--- src/design/gregorian_persian_date_converter_assert.svh ---
// Assertion macros shared by the date converter RTL.
`ifndef GREGORIAN_PERSIAN_DATE_CONVERTER_ASSERT_SVH
`define GREGORIAN_PERSIAN_DATE_CONVERTER_ASSERT_SVH

// Same-cycle implication, checked on aclk, off while aresetn is low.
`define GPDC_ASSERT_NOW(lbl, ante, cons) \
    lbl: assert property (@(posedge aclk) disable iff (!aresetn) (ante) |-> (cons)) \
        else $error("gpdc assertion failed");

// Next-cycle implication, checked on aclk, off while aresetn is low.
`define GPDC_ASSERT_NEXT(lbl, ante, cons) \
    lbl: assert property (@(posedge aclk) disable iff (!aresetn) (ante) |=> (cons)) \
        else $error("gpdc assertion failed");

`endif

--- src/design/gpdc_pkg.sv ---
// Constants, calendar tables and table lookups for the date converter.
`default_nettype none

package gpdc_pkg;

    // request direction
    localparam logic MODE_G2S = 1'b0;
    localparam logic MODE_S2G = 1'b1;

    typedef enum logic {
        CAL_GREG  = 1'b0,
        CAL_SOLAR = 1'b1
    } cal_t;

    localparam int YEAR_SPAN_DEF   = 51;
    localparam int GREG_BASE_YEAR  = 2000;
    localparam int SOLAR_BASE_YEAR = 1380;
    localparam int GREG_LEAP_BASE  = 499;
    localparam int SOLAR_LEAP_BASE = 343;
    localparam int EPOCH_SHIFT     = 226899;
    localparam int DAYS_PER_YEAR   = 365;
    localparam int GS_YEAR_GAP     = 621;

    localparam int YEAR_W     = 12;
    localparam int MONTH_W    = 4;
    localparam int DAY_W      = 5;
    localparam int WDAY_W     = 3;
    localparam int DOY_W      = 9;
    localparam int LCNT_W     = 4;
    localparam int N_W        = 11;
    localparam int BIDX_W     = 6;
    localparam int BOUND_LEN  = 51;
    localparam int MONTHS     = 12;

    // day-of-year offsets once the whole-year part of the count cancels
    localparam int N_G2S_EARLY = (GS_YEAR_GAP + 1) * DAYS_PER_YEAR + GREG_LEAP_BASE
                                 - SOLAR_LEAP_BASE - EPOCH_SHIFT;
    localparam int N_G2S_LATE  = GS_YEAR_GAP * DAYS_PER_YEAR + GREG_LEAP_BASE
                                 - SOLAR_LEAP_BASE - EPOCH_SHIFT;
    localparam int N_S2G_EARLY = EPOCH_SHIFT - GS_YEAR_GAP * DAYS_PER_YEAR
                                 + SOLAR_LEAP_BASE - GREG_LEAP_BASE;
    localparam int N_S2G_LATE  = EPOCH_SHIFT - (GS_YEAR_GAP + 1) * DAYS_PER_YEAR
                                 + SOLAR_LEAP_BASE - GREG_LEAP_BASE;

    // weekday offsets: 365 == 1 mod 7, so only residues of the constants matter
    localparam int WD_OFS_G = ((GREG_BASE_YEAR - 1) % 7 + GREG_LEAP_BASE % 7) % 7;
    localparam int WD_OFS_S = ((SOLAR_BASE_YEAR - 1) % 7 + SOLAR_LEAP_BASE % 7
                              + EPOCH_SHIFT % 7) % 7;

    localparam int GREG_LEAP_N  = 14;
    localparam int SOLAR_LEAP_N = 15;

    localparam logic [YEAR_W-1:0] GREG_LEAPS [GREG_LEAP_N] = '{
        12'd2000, 12'd2004, 12'd2008, 12'd2012, 12'd2016, 12'd2020, 12'd2024,
        12'd2028, 12'd2032, 12'd2036, 12'd2040, 12'd2044, 12'd2048, 12'd2052
    };
    localparam logic [YEAR_W-1:0] SOLAR_LEAPS [SOLAR_LEAP_N] = '{
        12'd1375, 12'd1379, 12'd1383, 12'd1387, 12'd1391, 12'd1395, 12'd1399,
        12'd1404, 12'd1408, 12'd1412, 12'd1416, 12'd1420, 12'd1424, 12'd1428,
        12'd1432
    };

    localparam logic [DAY_W-1:0] GREG_BOUND [BOUND_LEN] = '{
        5'd20, 5'd21, 5'd21, 5'd21, 5'd20, 5'd21, 5'd21, 5'd21, 5'd20, 5'd21,
        5'd21, 5'd21, 5'd20, 5'd21, 5'd21, 5'd21, 5'd20, 5'd21, 5'd21, 5'd21,
        5'd20, 5'd21, 5'd21, 5'd21, 5'd20, 5'd20, 5'd21, 5'd21, 5'd20, 5'd20,
        5'd21, 5'd21, 5'd20, 5'd20, 5'd21, 5'd21, 5'd20, 5'd20, 5'd21, 5'd21,
        5'd20, 5'd20, 5'd21, 5'd21, 5'd20, 5'd20, 5'd21, 5'd21, 5'd20, 5'd20,
        5'd21
    };
    localparam logic [DAY_W-1:0] SOLAR_BOUND [BOUND_LEN] = '{
        5'd11, 5'd11, 5'd11, 5'd12, 5'd11, 5'd11, 5'd11, 5'd12, 5'd11, 5'd11,
        5'd11, 5'd12, 5'd11, 5'd11, 5'd11, 5'd12, 5'd11, 5'd11, 5'd11, 5'd12,
        5'd11, 5'd11, 5'd11, 5'd12, 5'd12, 5'd11, 5'd11, 5'd12, 5'd12, 5'd11,
        5'd11, 5'd12, 5'd12, 5'd11, 5'd11, 5'd12, 5'd12, 5'd11, 5'd11, 5'd12,
        5'd12, 5'd11, 5'd11, 5'd12, 5'd12, 5'd11, 5'd11, 5'd12, 5'd12, 5'd11,
        5'd11
    };

    // cumulative day count at the end of month i, common year
    localparam logic [DOY_W-1:0] GREG_CUM [MONTHS+1] = '{
        9'd0, 9'd31, 9'd59, 9'd90, 9'd120, 9'd151, 9'd181, 9'd212, 9'd243,
        9'd273, 9'd304, 9'd334, 9'd365
    };
    localparam logic [DOY_W-1:0] SOLAR_CUM [MONTHS+1] = '{
        9'd0, 9'd31, 9'd62, 9'd93, 9'd124, 9'd155, 9'd186, 9'd216, 9'd246,
        9'd276, 9'd306, 9'd336, 9'd365
    };

    function automatic logic [LCNT_W-1:0] greg_leap_count(input logic [YEAR_W-1:0] yr);
        logic [LCNT_W-1:0] cnt;
        cnt = '0;
        for (int i = 0; i < GREG_LEAP_N; i++) begin
            if (GREG_LEAPS[i] < yr) cnt = cnt + LCNT_W'(1);
        end
        return cnt;
    endfunction

    function automatic logic [LCNT_W-1:0] solar_leap_count(input logic [YEAR_W-1:0] yr);
        logic [LCNT_W-1:0] cnt;
        cnt = '0;
        for (int i = 0; i < SOLAR_LEAP_N; i++) begin
            if (SOLAR_LEAPS[i] < yr) cnt = cnt + LCNT_W'(1);
        end
        return cnt;
    endfunction

    function automatic logic greg_is_leap(input logic [YEAR_W-1:0] yr);
        logic hit;
        hit = 1'b0;
        for (int i = 0; i < GREG_LEAP_N; i++) begin
            if (GREG_LEAPS[i] == yr) hit = 1'b1;
        end
        return hit;
    endfunction

    function automatic logic solar_is_leap(input logic [YEAR_W-1:0] yr);
        logic hit;
        hit = 1'b0;
        for (int i = 0; i < SOLAR_LEAP_N; i++) begin
            if (SOLAR_LEAPS[i] == yr) hit = 1'b1;
        end
        return hit;
    endfunction

    // years past the end of the table reuse its last entry
    function automatic logic [DAY_W-1:0] bound_at(input cal_t cal,
                                                  input logic [BIDX_W-1:0] idx);
        logic [BIDX_W-1:0] cidx;
        cidx = (idx >= BIDX_W'(BOUND_LEN)) ? BIDX_W'(BOUND_LEN - 1) : idx;
        return (cal == CAL_SOLAR) ? SOLAR_BOUND[cidx] : GREG_BOUND[cidx];
    endfunction

    // day count at the end of month i, leap day included where it applies
    function automatic logic [DOY_W-1:0] cum_end(input cal_t cal, input logic [MONTH_W-1:0] i,
                                                 input logic leap);
        logic [MONTH_W-1:0] ci;
        logic [DOY_W-1:0]   base;
        logic               add;
        ci   = (i > MONTH_W'(MONTHS)) ? MONTH_W'(MONTHS) : i;
        base = (cal == CAL_SOLAR) ? SOLAR_CUM[ci] : GREG_CUM[ci];
        add  = (cal == CAL_SOLAR) ? (leap && (ci == MONTH_W'(MONTHS)))
                                  : (leap && (ci >= MONTH_W'(2)));
        return base + DOY_W'(add);
    endfunction

endpackage

`default_nettype wire

--- src/design/gregorian_persian_date_converter.sv ---
// Top level of the Gregorian / Solar Hijri date converter pipeline.
// Six register stages lie between an accepted request and m_tvalid.
// Throughput: one request per cycle unless m_tready holds the pipe; a full stage holds while the next cannot load.
// A waiting result does not stop intake until every stage behind it is full.
// Reset (aresetn low, synchronous) clears all stage valid bits; data registers keep junk.
`default_nettype none
`include "gregorian_persian_date_converter_assert.svh"

module gregorian_persian_date_converter
    import gpdc_pkg::*;
#(
    parameter int YEAR_SPAN = YEAR_SPAN_DEF  // supported years per calendar, 1..64
) (
    input  wire logic        aclk,
    input  wire logic        aresetn,
    // s_tdata: in_year[11:0], in_month[15:12], in_day[20:16], zero pad [23:21]
    input  wire logic [23:0] s_tdata,
    // s_tuser: mode (0 Gregorian to Solar Hijri, 1 Solar Hijri to Gregorian)
    input  wire logic [0:0]  s_tuser,
    input  wire logic        s_tvalid,
    output logic             s_tready,
    // m_tdata: out_year[11:0], out_month[15:12], out_day[20:16], weekday[23:21]
    output logic [23:0]      m_tdata,
    // m_tuser: out_of_range
    output logic [0:0]       m_tuser,
    output logic             m_tvalid,
    input  wire logic        m_tready
);

    localparam int NSTG = 6;
    // bits of the year offset into the supported span
    localparam int K_W  = (YEAR_SPAN > 1) ? $clog2(YEAR_SPAN) : 1;

    // ------------------------------------------------------------------
    // Stage handshake: a stage loads when it is empty or the stage after
    // it moves on this cycle. Ready ripples back from the output register.
    // ------------------------------------------------------------------
    logic [NSTG-1:0] vld_reg;
    logic [NSTG-1:0] vld_next;
    logic [NSTG-1:0] stg_rdy;

    always_comb begin
        stg_rdy[NSTG-1] = !vld_reg[NSTG-1] || m_tready;
        for (int i = NSTG - 2; i >= 0; i--) begin
            stg_rdy[i] = !vld_reg[i] || stg_rdy[i+1];
        end
        vld_next[0] = stg_rdy[0] ? s_tvalid : vld_reg[0];
        for (int i = 1; i < NSTG; i++) begin
            vld_next[i] = stg_rdy[i] ? vld_reg[i-1] : vld_reg[i];
        end
    end

    always_ff @(posedge aclk) begin
        if (!aresetn) begin
            vld_reg <= '0;
        end else begin
            vld_reg <= vld_next;
        end
    end

    assign s_tready = stg_rdy[0];
    assign m_tvalid = vld_reg[NSTG-1];

    // ------------------------------------------------------------------
    // Stage 1: range check, source leap data, boundary-day lookup and the
    // choice of target year (early or late part of the source year).
    // ------------------------------------------------------------------
    logic [YEAR_W-1:0]  in_year;
    logic [MONTH_W-1:0] in_month;
    logic [DAY_W-1:0]   in_day;
    logic               in_mode;
    logic [YEAR_W-1:0]  base_year;
    logic [YEAR_W-1:0]  year_ofs;
    logic [DAY_W-1:0]   bound_day;
    cal_t               src_cal;

    logic               s1_oor_next,  s1_oor_reg;
    logic               s1_mode_next, s1_mode_reg;
    logic [YEAR_W-1:0]  s1_year_reg;
    logic [MONTH_W-1:0] s1_month_reg;
    logic [DAY_W-1:0]   s1_day_reg;
    logic [K_W-1:0]     s1_k_next,    s1_k_reg;
    logic               s1_leap_next, s1_leap_reg;
    logic [LCNT_W-1:0]  s1_cnt_next,  s1_cnt_reg;
    logic               s1_late_next, s1_late_reg;

    assign in_year  = s_tdata[11:0];
    assign in_month = s_tdata[15:12];
    assign in_day   = s_tdata[20:16];
    assign in_mode  = s_tuser[0];

    always_comb begin
        src_cal   = (in_mode == MODE_S2G) ? CAL_SOLAR : CAL_GREG;
        base_year = (in_mode == MODE_S2G) ? YEAR_W'(SOLAR_BASE_YEAR) : YEAR_W'(GREG_BASE_YEAR);
        year_ofs  = in_year - base_year;
        s1_oor_next = (in_year < base_year) || (year_ofs >= YEAR_W'(YEAR_SPAN))
                      || (in_month == '0) || (in_month > MONTH_W'(MONTHS))
                      || (in_day == '0);
        s1_mode_next = in_mode;
        s1_k_next    = year_ofs[K_W-1:0];
        bound_day    = bound_at(src_cal, BIDX_W'(s1_k_next));
        // leap day only shifts the Gregorian source day of year
        s1_leap_next = (in_mode == MODE_G2S) && greg_is_leap(in_year);
        s1_cnt_next  = (in_mode == MODE_S2G) ? solar_leap_count(in_year)
                                             : greg_leap_count(in_year);
        // late: on or past the boundary day, the target year is one higher
        if (in_mode == MODE_S2G) begin
            s1_late_next = (in_month > MONTH_W'(10))
                           || ((in_month == MONTH_W'(10)) && (in_day >= bound_day));
        end else begin
            s1_late_next = (in_month > MONTH_W'(3))
                           || ((in_month == MONTH_W'(3)) && (in_day >= bound_day));
        end
    end

    always_ff @(posedge aclk) begin
        if (stg_rdy[0]) begin
            s1_oor_reg   <= s1_oor_next;
            s1_mode_reg  <= s1_mode_next;
            s1_year_reg  <= in_year;
            s1_month_reg <= in_month;
            s1_day_reg   <= in_day;
            s1_k_reg     <= s1_k_next;
            s1_leap_reg  <= s1_leap_next;
            s1_cnt_reg   <= s1_cnt_next;
            s1_late_reg  <= s1_late_next;
        end
    end

    // ------------------------------------------------------------------
    // Stage 2: source day of year and target year.
    // ------------------------------------------------------------------
    logic               s2_oor_reg;
    logic               s2_mode_reg;
    logic [K_W-1:0]     s2_k_reg;
    logic [LCNT_W-1:0]  s2_cnt_reg;
    logic               s2_late_reg;
    logic [DOY_W-1:0]   s2_doy_next, s2_doy_reg;
    logic [YEAR_W-1:0]  s2_ty_next,  s2_ty_reg;
    cal_t               s1_cal;

    always_comb begin
        s1_cal      = (s1_mode_reg == MODE_S2G) ? CAL_SOLAR : CAL_GREG;
        s2_doy_next = cum_end(s1_cal, s1_month_reg - MONTH_W'(1), s1_leap_reg)
                      + DOY_W'(s1_day_reg);
        if (s1_mode_reg == MODE_S2G) begin
            s2_ty_next = s1_year_reg + YEAR_W'(GS_YEAR_GAP) + YEAR_W'(s1_late_reg);
        end else begin
            s2_ty_next = s1_year_reg - YEAR_W'(GS_YEAR_GAP + 1) + YEAR_W'(s1_late_reg);
        end
    end

    always_ff @(posedge aclk) begin
        if (stg_rdy[1]) begin
            s2_oor_reg  <= s1_oor_reg;
            s2_mode_reg <= s1_mode_reg;
            s2_k_reg    <= s1_k_reg;
            s2_cnt_reg  <= s1_cnt_reg;
            s2_late_reg <= s1_late_reg;
            s2_doy_reg  <= s2_doy_next;
            s2_ty_reg   <= s2_ty_next;
        end
    end

    // ------------------------------------------------------------------
    // Stage 3: target leap data, partial day residue and weekday sum.
    // The whole-year terms of both day counts cancel to a small constant.
    // ------------------------------------------------------------------
    logic                    s3_oor_reg;
    logic                    s3_mode_reg;
    logic [YEAR_W-1:0]       s3_ty_reg;
    logic [LCNT_W-1:0]       s3_tcnt_next, s3_tcnt_reg;
    logic                    s3_tleap_next, s3_tleap_reg;
    logic signed [N_W-1:0]   s3_npart_next, s3_npart_reg;
    logic [DOY_W-1:0]        s3_wsum_next, s3_wsum_reg;
    logic signed [N_W-1:0]   n_ofs;

    always_comb begin
        if (s2_mode_reg == MODE_S2G) begin
            s3_tcnt_next  = greg_leap_count(s2_ty_reg);
            s3_tleap_next = greg_is_leap(s2_ty_reg);
            n_ofs         = s2_late_reg ? N_W'(N_S2G_LATE) : N_W'(N_S2G_EARLY);
            s3_wsum_next  = DOY_W'(WD_OFS_S);
        end else begin
            s3_tcnt_next  = solar_leap_count(s2_ty_reg);
            s3_tleap_next = solar_is_leap(s2_ty_reg);
            n_ofs         = s2_late_reg ? N_W'(N_G2S_LATE) : N_W'(N_G2S_EARLY);
            s3_wsum_next  = DOY_W'(WD_OFS_G);
        end
        s3_wsum_next  = s3_wsum_next + DOY_W'(s2_k_reg) + s2_doy_reg + DOY_W'(s2_cnt_reg);
        s3_npart_next = $signed(N_W'(s2_doy_reg)) + $signed(N_W'(s2_cnt_reg)) + n_ofs;
    end

    always_ff @(posedge aclk) begin
        if (stg_rdy[2]) begin
            s3_oor_reg   <= s2_oor_reg;
            s3_mode_reg  <= s2_mode_reg;
            s3_ty_reg    <= s2_ty_reg;
            s3_tcnt_reg  <= s3_tcnt_next;
            s3_tleap_reg <= s3_tleap_next;
            s3_npart_reg <= s3_npart_next;
            s3_wsum_reg  <= s3_wsum_next;
        end
    end

    // ------------------------------------------------------------------
    // Stage 4: day of target year, weekday by octal digit folding (8 == 1 mod 7).
    // ------------------------------------------------------------------
    logic                    s4_oor_reg;
    logic                    s4_mode_reg;
    logic [YEAR_W-1:0]       s4_ty_reg;
    logic                    s4_tleap_reg;
    logic signed [N_W-1:0]   s4_n_next, s4_n_reg;
    logic [WDAY_W-1:0]       s4_wd_next, s4_wd_reg;
    logic [4:0]              fold_a;
    logic [3:0]              fold_b;
    logic [2:0]              fold_c;

    always_comb begin
        s4_n_next = s3_npart_reg - $signed(N_W'(s3_tcnt_reg));
        fold_a = 5'(s3_wsum_reg[8:6]) + 5'(s3_wsum_reg[5:3]) + 5'(s3_wsum_reg[2:0]);
        fold_b = 4'(fold_a[4:3]) + 4'(fold_a[2:0]);
        fold_c = 3'(fold_b[3]) + fold_b[2:0];
        s4_wd_next = (fold_c == 3'd7) ? '0 : fold_c;
    end

    always_ff @(posedge aclk) begin
        if (stg_rdy[3]) begin
            s4_oor_reg   <= s3_oor_reg;
            s4_mode_reg  <= s3_mode_reg;
            s4_ty_reg    <= s3_ty_reg;
            s4_tleap_reg <= s3_tleap_reg;
            s4_n_reg     <= s4_n_next;
            s4_wd_reg    <= s4_wd_next;
        end
    end

    // ------------------------------------------------------------------
    // Stage 5: month walk as parallel compares against month ends.
    // ------------------------------------------------------------------
    logic                    s5_oor_reg;
    logic                    s5_mode_reg;
    logic [YEAR_W-1:0]       s5_ty_reg;
    logic                    s5_tleap_reg;
    logic signed [N_W-1:0]   s5_n_reg;
    logic [WDAY_W-1:0]       s5_wd_reg;
    logic                    s5_low_next, s5_low_reg;
    logic                    s5_high_next, s5_high_reg;
    logic [MONTH_W-1:0]      s5_mon_next, s5_mon_reg;
    cal_t                    s4_tcal;

    always_comb begin
        s4_tcal     = (s4_mode_reg == MODE_S2G) ? CAL_GREG : CAL_SOLAR;
        s5_low_next = s4_n_reg < $signed(N_W'(1));
        s5_high_next = s4_n_reg > $signed(N_W'(cum_end(s4_tcal, MONTH_W'(MONTHS),
                                                       s4_tleap_reg)));
        s5_mon_next = MONTH_W'(1);
        for (int i = 1; i < MONTHS; i++) begin
            if (s4_n_reg > $signed(N_W'(cum_end(s4_tcal, MONTH_W'(i), s4_tleap_reg)))) begin
                s5_mon_next = s5_mon_next + MONTH_W'(1);
            end
        end
    end

    always_ff @(posedge aclk) begin
        if (stg_rdy[4]) begin
            s5_oor_reg   <= s4_oor_reg;
            s5_mode_reg  <= s4_mode_reg;
            s5_ty_reg    <= s4_ty_reg;
            s5_tleap_reg <= s4_tleap_reg;
            s5_n_reg     <= s4_n_reg;
            s5_wd_reg    <= s4_wd_reg;
            s5_low_reg   <= s5_low_next;
            s5_high_reg  <= s5_high_next;
            s5_mon_reg   <= s5_mon_next;
        end
    end

    // ------------------------------------------------------------------
    // Stage 6 (output register): day within month, saturation when the
    // residue falls outside the year, zeros for an out-of-range request.
    // ------------------------------------------------------------------
    logic [YEAR_W-1:0]       out_year_next,  out_year_reg;
    logic [MONTH_W-1:0]      out_month_next, out_month_reg;
    logic [DAY_W-1:0]        out_day_next,   out_day_reg;
    logic [WDAY_W-1:0]       weekday_next,   weekday_reg;
    logic                    oor_next,       oor_reg;
    logic signed [N_W-1:0]   day_rem;
    cal_t                    s5_tcal;

    always_comb begin
        s5_tcal = (s5_mode_reg == MODE_S2G) ? CAL_GREG : CAL_SOLAR;
        day_rem = s5_n_reg - $signed(N_W'(cum_end(s5_tcal, s5_mon_reg - MONTH_W'(1),
                                                  s5_tleap_reg)));
        out_year_next  = s5_ty_reg;
        weekday_next   = s5_wd_reg;
        oor_next       = s5_oor_reg;
        if (s5_low_reg) begin
            out_month_next = MONTH_W'(1);
            out_day_next   = DAY_W'(1);
        end else if (s5_high_reg) begin
            out_month_next = MONTH_W'(MONTHS);
            out_day_next   = DAY_W'(31);
        end else begin
            out_month_next = s5_mon_reg;
            out_day_next   = day_rem[DAY_W-1:0];
        end
        if (s5_oor_reg) begin
            out_year_next  = '0;
            out_month_next = '0;
            out_day_next   = '0;
            weekday_next   = '0;
        end
    end

    always_ff @(posedge aclk) begin
        if (stg_rdy[5]) begin
            out_year_reg  <= out_year_next;
            out_month_reg <= out_month_next;
            out_day_reg   <= out_day_next;
            weekday_reg   <= weekday_next;
            oor_reg       <= oor_next;
        end
    end

    assign m_tdata = {weekday_reg, out_day_reg, out_month_reg, out_year_reg};
    assign m_tuser = oor_reg;

    // ------------------------------------------------------------------
    // Assertions
    // ------------------------------------------------------------------
    // a rejected request carries an all-zero date
    `GPDC_ASSERT_NOW(a_oor_zero, m_tvalid && m_tuser[0], m_tdata == '0)
    // an accepted request always yields a real month and weekday
    `GPDC_ASSERT_NOW(a_month_ok, m_tvalid && !m_tuser[0],
        (m_tdata[15:12] != 4'd0) && (m_tdata[15:12] <= 4'd12) && (m_tdata[23:21] != 3'd7))
    // with the output register empty, intake never stalls
    `GPDC_ASSERT_NOW(a_ready_empty, !vld_reg[NSTG-1], s_tready)
    // a blocked middle stage keeps its item
    `GPDC_ASSERT_NEXT(a_mid_hold, vld_reg[2] && !stg_rdy[2],
        vld_reg[2] && $stable(s3_ty_reg) && $stable(s3_npart_reg))

endmodule

`default_nettype wire
--- config.mk ---
export PLATFORM = sky130hd
export DESIGN_NAME = gregorian_persian_date_converter
export DESIGN_NICKNAME = d
export VERILOG_FILES = /design/src/design/gpdc_pkg.sv /design/src/design/gregorian_persian_date_converter.sv
export VERILOG_INCLUDE_DIRS = /design/src /design/src/design
export SDC_FILE = /design/constraint.sdc
export NUM_CORES = 1
export LEC_CHECK = 0
export BUFFER_PORTS_ARGS = -buffer_cell sky130_fd_sc_hd__buf_2
export CAP_MARGIN = 20
export CELL_PAD_IN_SITES_DETAIL_PLACEMENT = 1
export CELL_PAD_IN_SITES_GLOBAL_PLACEMENT = 2
export CORE_UTILIZATION = 41
export CTS_BUF_LIST = sky130_fd_sc_hd__clkbuf_4 sky130_fd_sc_hd__clkbuf_8 sky130_fd_sc_hd__clkbuf_16
export CTS_CLUSTER_DIAMETER = 200
export DETAILED_ROUTE_END_ITERATION = 8
export PLACE_DENSITY = 0.83
export SLEW_MARGIN = 5
export SYNTH_ARGS = -nofsm -noshare
export SYNTH_HDL_FRONTEND = slang
export SYNTH_SLANG_ARGS = --single-unit
--- constraint.sdc ---
create_clock -name aclk -period 14.6 [get_ports aclk]
set_clock_uncertainty 0.05 [all_clocks]
set_input_delay 2.92 -clock aclk [delete_from_list [all_inputs] [get_ports aclk]]
set_output_delay 2.92 -clock aclk [all_outputs]
set_load 0.01 [all_outputs]
After elaboration in Yosys (flattened, before gate mapping)

Memory sizes are Yosys's and may differ from the RTL's.
Index checks and enable logic that the tools add are counted.

Register bits: 197
Bits in read-only memories: 1,216
Input bits: 29
Output and inout port bits: 27
Memories: 6

Memory list:

| name            | words | bits a word | read ports | clocked after Yosys merged registers in | write ports | RTL line        | source |
|---|---|---|---|---|---|---|---|
| (no name shown) | 64    | 5           | 1          | 0                                       | 0           | gpdc_pkg.sv:131 | `return (cal == CAL_SOLAR) ? SOLAR_BOUND[cidx] : GREG_BOUND[cidx];` |
| (no name shown) | 64    | 5           | 1          | 0                                       | 0           | gpdc_pkg.sv:131 |  |
| (no name shown) | 16    | 9           | 1          | 0                                       | 0           | gpdc_pkg.sv:141 | `base = (cal == CAL_SOLAR) ? SOLAR_CUM[ci] : GREG_CUM[ci];` |
| (no name shown) | 16    | 9           | 1          | 0                                       | 0           | gpdc_pkg.sv:141 |  |
| (no name shown) | 16    | 9           | 1          | 0                                       | 0           | gpdc_pkg.sv:141 |  |
| (no name shown) | 16    | 9           | 1          | 0                                       | 0           | gpdc_pkg.sv:141 |  |

Add/sub/neg operators: 96
$lt $le $gt $ge: 85
Equal/unequal tests: 48
Mux-type cells: 186
Bitwise logic cells: 4
Reduce and logical (&&, ||, !) cells: 29

Operators by type and width:

| operator                                              | count |
|---|---|
| < comparator 11 x 12 -> 1 bit (first input constant)  | 54 |
| equality test 11 x 12 -> 1 bit (first input constant) | 39 |
| two-way mux 4 bit                                     | 99 |
| adder 4 x 1 -> 4 bit (second input constant)          | 64 |
| greater-than comparator 11 x 10 -> 1 bit              | 8 |
| two-way mux 5 bit                                     | 12 |
| two-way mux 1 bit                                     | 56 |
| equality test 12 bit (first input constant)           | 4 |
| < comparator 12 bit (first input constant)            | 4 |
| two-way mux 9 bit                                     | 5 |
| adder 8 x 1 -> 9 bit                                  | 4 |
| adder 9 x 1 -> 9 bit                                  | 4 |
| two-way mux 11 bit                                    | 3 |
| adder 12 x 1 -> 12 bit                                | 2 |
| greater-than comparator 11 x 9 -> 1 bit               | 2 |
| two-way mux 3 bit                                     | 6 |
| adder 7 x 1 -> 8 bit                                  | 2 |
| greater-than comparator 4 bit (second input constant) | 4 |
| adder 12 x 10 -> 12 bit (second input constant)       | 1 |
| equality test 4 bit (second input constant)           | 3 |
| >= comparator 12 x 6 -> 1 bit (second input constant) | 1 |
| logical OR 1 bit                                      | 12 |
| < comparator 12 x 11 -> 1 bit                         | 1 |
| two-way mux 12 bit                                    | 1 |
| 41 further kinds                                      | 57 |

Logic depth before layout (Yosys ltp)

Word-level depth: 45
Gate-level depth with buffers: 44
Gate-level depth less buffers: 43

Least setup slack after synthesis

Ideal clock, no wire load.

Kind: input port to flip-flop
From: input port s_tdata[3]
To: register s1_cnt_reg[2], data pin
Setup time: 266 ps
Arrival time: 10,948 ps
Slack: 3,336 ps
Cell stages on the path: 42
Path buffers: 3
Cells stage by stage: clkbuf_1 or4_1 clkbuf_1 a21oi_1 o21ai_0 ha_1 clkbuf_1 xnor2_1 o21ai_0 inv_1 ha_1 xnor3_1 o221a_2 o21ai_1 inv_1 ha_1 a31oi_1 a211oi_1 [... 6 more ...] o21ba_2 a31oi_1 xnor2_1 nor2_1 a211o_1 ha_1 o22a_1 xor2_1 o21ai_0 ha_1 nand2_1 o311ai_0 ha_1 inv_1 nor2_1 xnor2_1 xnor2_1 o21ai_1

Word-level cells in the longest chain between the ends: 31

Ends and longest elaborated chain:

| item                          | RTL line                                | source |
|---|---|---|
| start: declaration            | gregorian_persian_date_converter.sv:17  | `input wire logic [23:0] s_tdata,` |
| < comparator 11 x 12 -> 1 bit | gpdc_pkg.sv:103                         | `if (SOLAR_LEAPS[i] < yr) cnt = cnt + LCNT_W'(1);` |
| two-way mux 1 bit             | gpdc_pkg.sv:103                         |  |
| adder 4 x 1 -> 4 bit          | gpdc_pkg.sv:103                         |  |
| two-way mux 4 bit             | gpdc_pkg.sv:103                         |  |
| adder 4 x 1 -> 4 bit          | gpdc_pkg.sv:103                         |  |
| two-way mux 4 bit             | gpdc_pkg.sv:103                         |  |
| adder 4 x 1 -> 4 bit          | gpdc_pkg.sv:103                         |  |
| two-way mux 4 bit             | gpdc_pkg.sv:103                         |  |
| [... 16 more ...]             | -                                       |  |
| adder 4 x 1 -> 4 bit          | gpdc_pkg.sv:103                         |  |
| two-way mux 4 bit             | gpdc_pkg.sv:103                         |  |
| adder 4 x 1 -> 4 bit          | gpdc_pkg.sv:103                         |  |
| two-way mux 4 bit             | gpdc_pkg.sv:103                         |  |
| adder 4 x 1 -> 4 bit          | gpdc_pkg.sv:103                         |  |
| two-way mux 4 bit             | gpdc_pkg.sv:103                         |  |
| two-way mux 4 bit (*)         | gregorian_persian_date_converter.sv:104 | `s1_cnt_next = (in_mode == MODE_S2G) ? solar_leap_count(in_year)` |
| net s1_cnt_next[2]            | gregorian_persian_date_converter.sv:84  | `logic [LCNT_W-1:0] s1_cnt_next, s1_cnt_reg;` |
| end signal: assignment        | gregorian_persian_date_converter.sv:125 | `s1_cnt_reg <= s1_cnt_next;` |
| end: declaration              | gregorian_persian_date_converter.sv:84  |  |

The timed path passes the listed nets; every way through them passes the cells marked *.
A chain may end at the register's enable or synchronous reset.

Worst setup path after layout

From: input port s_tdata[2]
To: register s1_cnt_reg[2], data pin

Same word-level chain as after synthesis.

==> impl_metrics.prom <==
# TYPE chip_impl_metric gauge
chip_impl_metric{name="start_util",unit=""} 0.4173
chip_impl_info{name="final_common_cell",value="edfxtp_1"} 1
chip_impl_metric{name="yosysWarningCount",unit=""} 0
chip_impl_metric{name="iteration_0_drc_markers",unit=""} 703
chip_impl_metric{name="cp_data_required_time",unit="ps"} 14740
chip_impl_metric{name="clk_pin_slew_worst_paths",unit="ps"} 80
chip_impl_info{name="run_status",value="finished, violations left"} 1
chip_impl_info{name="crit-reg2reg-launch",value="s2_ty_reg[11]"} 1
chip_impl_metric{name="syn-cell-area",unit="sq um"} 17120
chip_impl_metric{name="final_period_minus_worst_setup_slack",unit="ps"} 12260
chip_impl_metric{name="postRouteAntennaNets",unit=""} 0
chip_impl_metric{name="final-hold-violation-count",unit=""} 0
chip_impl_metric{name="max_cap_violations",unit=""} 0
chip_impl_info{name="crit_path_top_delay_cell",value="or4_1"} 1
chip_impl_metric{name="cts.repair_timing.setup_buffer_count",unit=""} 0
chip_impl_metric{name="register_area_share_after_synthesis",unit=""} 0.3386
chip_impl_metric{name="detailedRoute.firstPassIterationCount",unit=""} 7
chip_impl_metric{name="pre_cts_slack",unit="ps"} 1938
chip_impl_metric{name="final_cells",unit=""} 2382
chip_impl_metric{name="number_of_antenna_diodes",unit=""} 0
chip_impl_info{name="critPathMostFrequentCell",value="ha_1"} 1
chip_impl_metric{name="antenna_found_initial",unit=""} 0
chip_impl_metric{name="cts_htree_levels",unit=""} 4
chip_impl_metric{name="power.density_cell_area",unit="nW/um^2"} 247.2
chip_impl_metric{name="synthArstFlopShare",unit=""} 0
chip_impl_metric{name="num_rows",unit=""} 74
chip_impl_metric{name="die_area",unit="sq um"} 42570
chip_impl_metric{name="track_usage",unit=""} 0.2121
chip_impl_metric{name="postSynthRegisterBits",unit=""} 195
chip_impl_info{name="failing_checks",value="DRC"} 1
chip_impl_metric{name="hold_slack",unit="ps"} 370.8
chip_impl_metric{name="grt_start_max_net_pins",unit=""} 40
chip_impl_metric{name="postLayoutSetupSlackWorst",unit="ps"} 2339
chip_impl_metric{name="ioPinCount",unit=""} 56
chip_impl_metric{name="place.detailed.instances",unit=""} 2349
chip_impl_info{name="yosys-top-cells-area",value="edfxtp_1, ha_1, xnor2_1"} 1
chip_impl_metric{name="leakagePower",unit="nW"} 7.699
chip_impl_metric{name="post_synth_num_cell_types",unit=""} 99
chip_impl_metric{name="ir_drop",unit="uV"} 193.6
chip_impl_metric{name="routed_wirelength",unit="um"} 44010
chip_impl_info{name="setup.worst_path.class",value="in2reg"} 1
chip_impl_metric{name="worst_path_fanout_max",unit=""} 20
chip_impl_metric{name="fmax",unit="GHz"} 0.08156
chip_impl_metric{name="route.detailed.vias_per_inst",unit=""} 5.686
chip_impl_metric{name="synthDominantCellAreaShare",unit=""} 0.3316
chip_impl_metric{name="cts.hold.buffers_added",unit=""} 0
chip_impl_metric{name="syn-instance-count",unit=""} 1815
chip_impl_metric{name="setup-tns-final",unit="ps"} 0
chip_impl_metric{name="drc",unit=""} 12
chip_impl_metric{name="detailroute.via_count",unit=""} 13540
chip_impl_info{name="rsz_0062_raised_after_global_routing",value="false"} 1
chip_impl_metric{name="tightest_slew",unit="ps"} 962.7
chip_impl_metric{name="arrival",unit="ps"} 12400
chip_impl_metric{name="cts_sinks",unit=""} 195
chip_impl_metric{name="postSynthAreaPerCell",unit="sq um"} 9.430
chip_impl_info{name="startpoint_type",value="input port"} 1
chip_impl_metric{name="grt_pass1_vias",unit=""} 14200
chip_impl_metric{name="drv_slew",unit=""} 0
chip_impl_metric{name="design_power_total",unit="mW"} 4.582
chip_impl_info{name="synth_area_leader_cell",value="edfxtp_1"} 1
chip_impl_metric{name="gr-total-overflow",unit=""} 0
chip_impl_info{name="crit_start",value="s_tdata[2]"} 1
chip_impl_metric{name="design_area",unit="sq um"} 18540
chip_impl_metric{name="cts.repair.resized",unit=""} 0
chip_impl_info{name="yosys_most_used_dff",value="edfxtp_1"} 1
chip_impl_metric{name="drive_gt1_frac",unit=""} 0.08703
chip_impl_metric{name="setup_violations",unit=""} 0
chip_impl_metric{name="die_h",unit="um"} 206.3
chip_impl_metric{name="core_area",unit="sq um"} 41020
chip_impl_metric{name="post-route-util",unit=""} 0.4520
chip_impl_metric{name="detailedPlacementHpwl",unit="um"} 34400
chip_impl_info{name="worstHoldStart",value="s3_ty_reg[3]"} 1
chip_impl_metric{name="cts_max_path_buffers",unit=""} 2
chip_impl_metric{name="synth_edf_count",unit=""} 189
chip_impl_metric{name="first_pass_grt_wire_length",unit="um"} 72300
chip_impl_metric{name="place.gp.congestion",unit=""} 0.8250
chip_impl_metric{name="die_width",unit="um"} 206.3
chip_impl_metric{name="placed_cell_area",unit="sq um"} 17860
chip_impl_metric{name="fin_crit_sh",unit=""} 0.8398
chip_impl_metric{name="max_slew_margin",unit=""} 0.3575
chip_impl_info{name="tritoncts_clock_tree",value="yes"} 1
chip_impl_metric{name="biggest_cell_delay_along_the_critical_path",unit="ps"} 750
chip_impl_metric{name="area_added_between_synthesis_and_finish",unit="%"} 8.312
chip_impl_metric{name="buffer_ports.inserted",unit=""} 52
chip_impl_metric{name="fill_cells",unit=""} 4709
chip_impl_metric{name="wl_per_cell",unit="um"} 18.48
chip_impl_metric{name="design.final.nets",unit=""} 2057
chip_impl_info{name="end_kind",value="flip-flop"} 1
chip_impl_info{name="min_path_type",value="reg2reg"} 1
chip_impl_info{name="most-common-layout-cells",value="edfxtp_1, ha_1, inv_1"} 1
chip_impl_metric{name="insertion_delay",unit="ps"} 450
chip_impl_info{name="ctsRootBufferMaster",value="clkbuf_16"} 1
chip_impl_metric{name="numCtsBuffers",unit=""} 17
routing by layer:
metal  vias up  global-route usage  routed length, um
met5         -                   0                  0
met4         0             0.04701                633
met3        42             0.02460               1047
met2       186              0.3895              22530
met1      6667              0.2635              19800
li1       6648                   -                  -
kinds of logic after synthesis:
kind of cell | share of synthesized area
AOI/OAI and AO/OA | 0.1827
xor gates and xnor gates | 0.1014
adders and majority gates | 0.1484
buffers and inverters | 0.04810
DFF | 0.3386
muxes | 0.01937
other | 0.0004388
and+or+nand+nor | 0.1610
critical path, delay by kind of cell:
kind | cells | cell delay, ps
AO/OA/AOI/OAI | 17 | 3520
adder cells (fa/ha/maj) | 7 | 2360
XOR/XNOR | 5 | 1170
AND/OR/NAND/NOR | 7 | 1860
buffers and inverters | 4 | 530
cells in the mapped netlist, types with 17 or more instances:
library cell / instances
nand2b_1: 24
xor2_1: 44
xnor2_1: 105
nor2_1: 119
edfxtp_1: 189
fa_1: 20
and2_1: 17
nor3_1: 36
o21a_1: 20
nand2_1: 147
inv_1: 149
a31oi_1: 23
nor4_1: 19
o21ai_0: 99
a21o_1: 27
clkbuf_1: 43
ha_1: 171
nand3_1: 36
o211ai_1: 22
nor2b_1: 37
a21oi_1: 125
final cells by class:
cell class | instances | area [sq um] | share of cell area
clock inverters | 15 | 221.5 | 0.01195
clock buffers | 17 | 425.4 | 0.02295
multi-input cells | 1412 | 10520 | 0.5676
well taps | 532 | 665.6 | 0.03591
inverters | 151 | 566.8 | 0.03058
repair buffers | 60 | 340.3 | 0.01836
flip-flops and latches | 195 | 5796 | 0.3126
report_power, final:
group | switching (mW) | internal [mW]
sequential | 0.143 | 0.862
combinational | 1.68 | 1.40
clock | 0.247 | 0.254
total | 2.07 | 2.52
worst paths after layout:
| check | to | slack, ps | cells after the start |
|---|---|---|---|
| worst max-delay path | s1_cnt_reg[2] | 2340 | 40 |
| worst max register to register | s3_tcnt_reg[1] | 6520 | 33 |
| worst min-delay path | s4_ty_reg[3] | 370 | 0 |
| worst min register to register | s4_ty_reg[3] | 370 | 0 |
(Power assumes the default switching activity.)
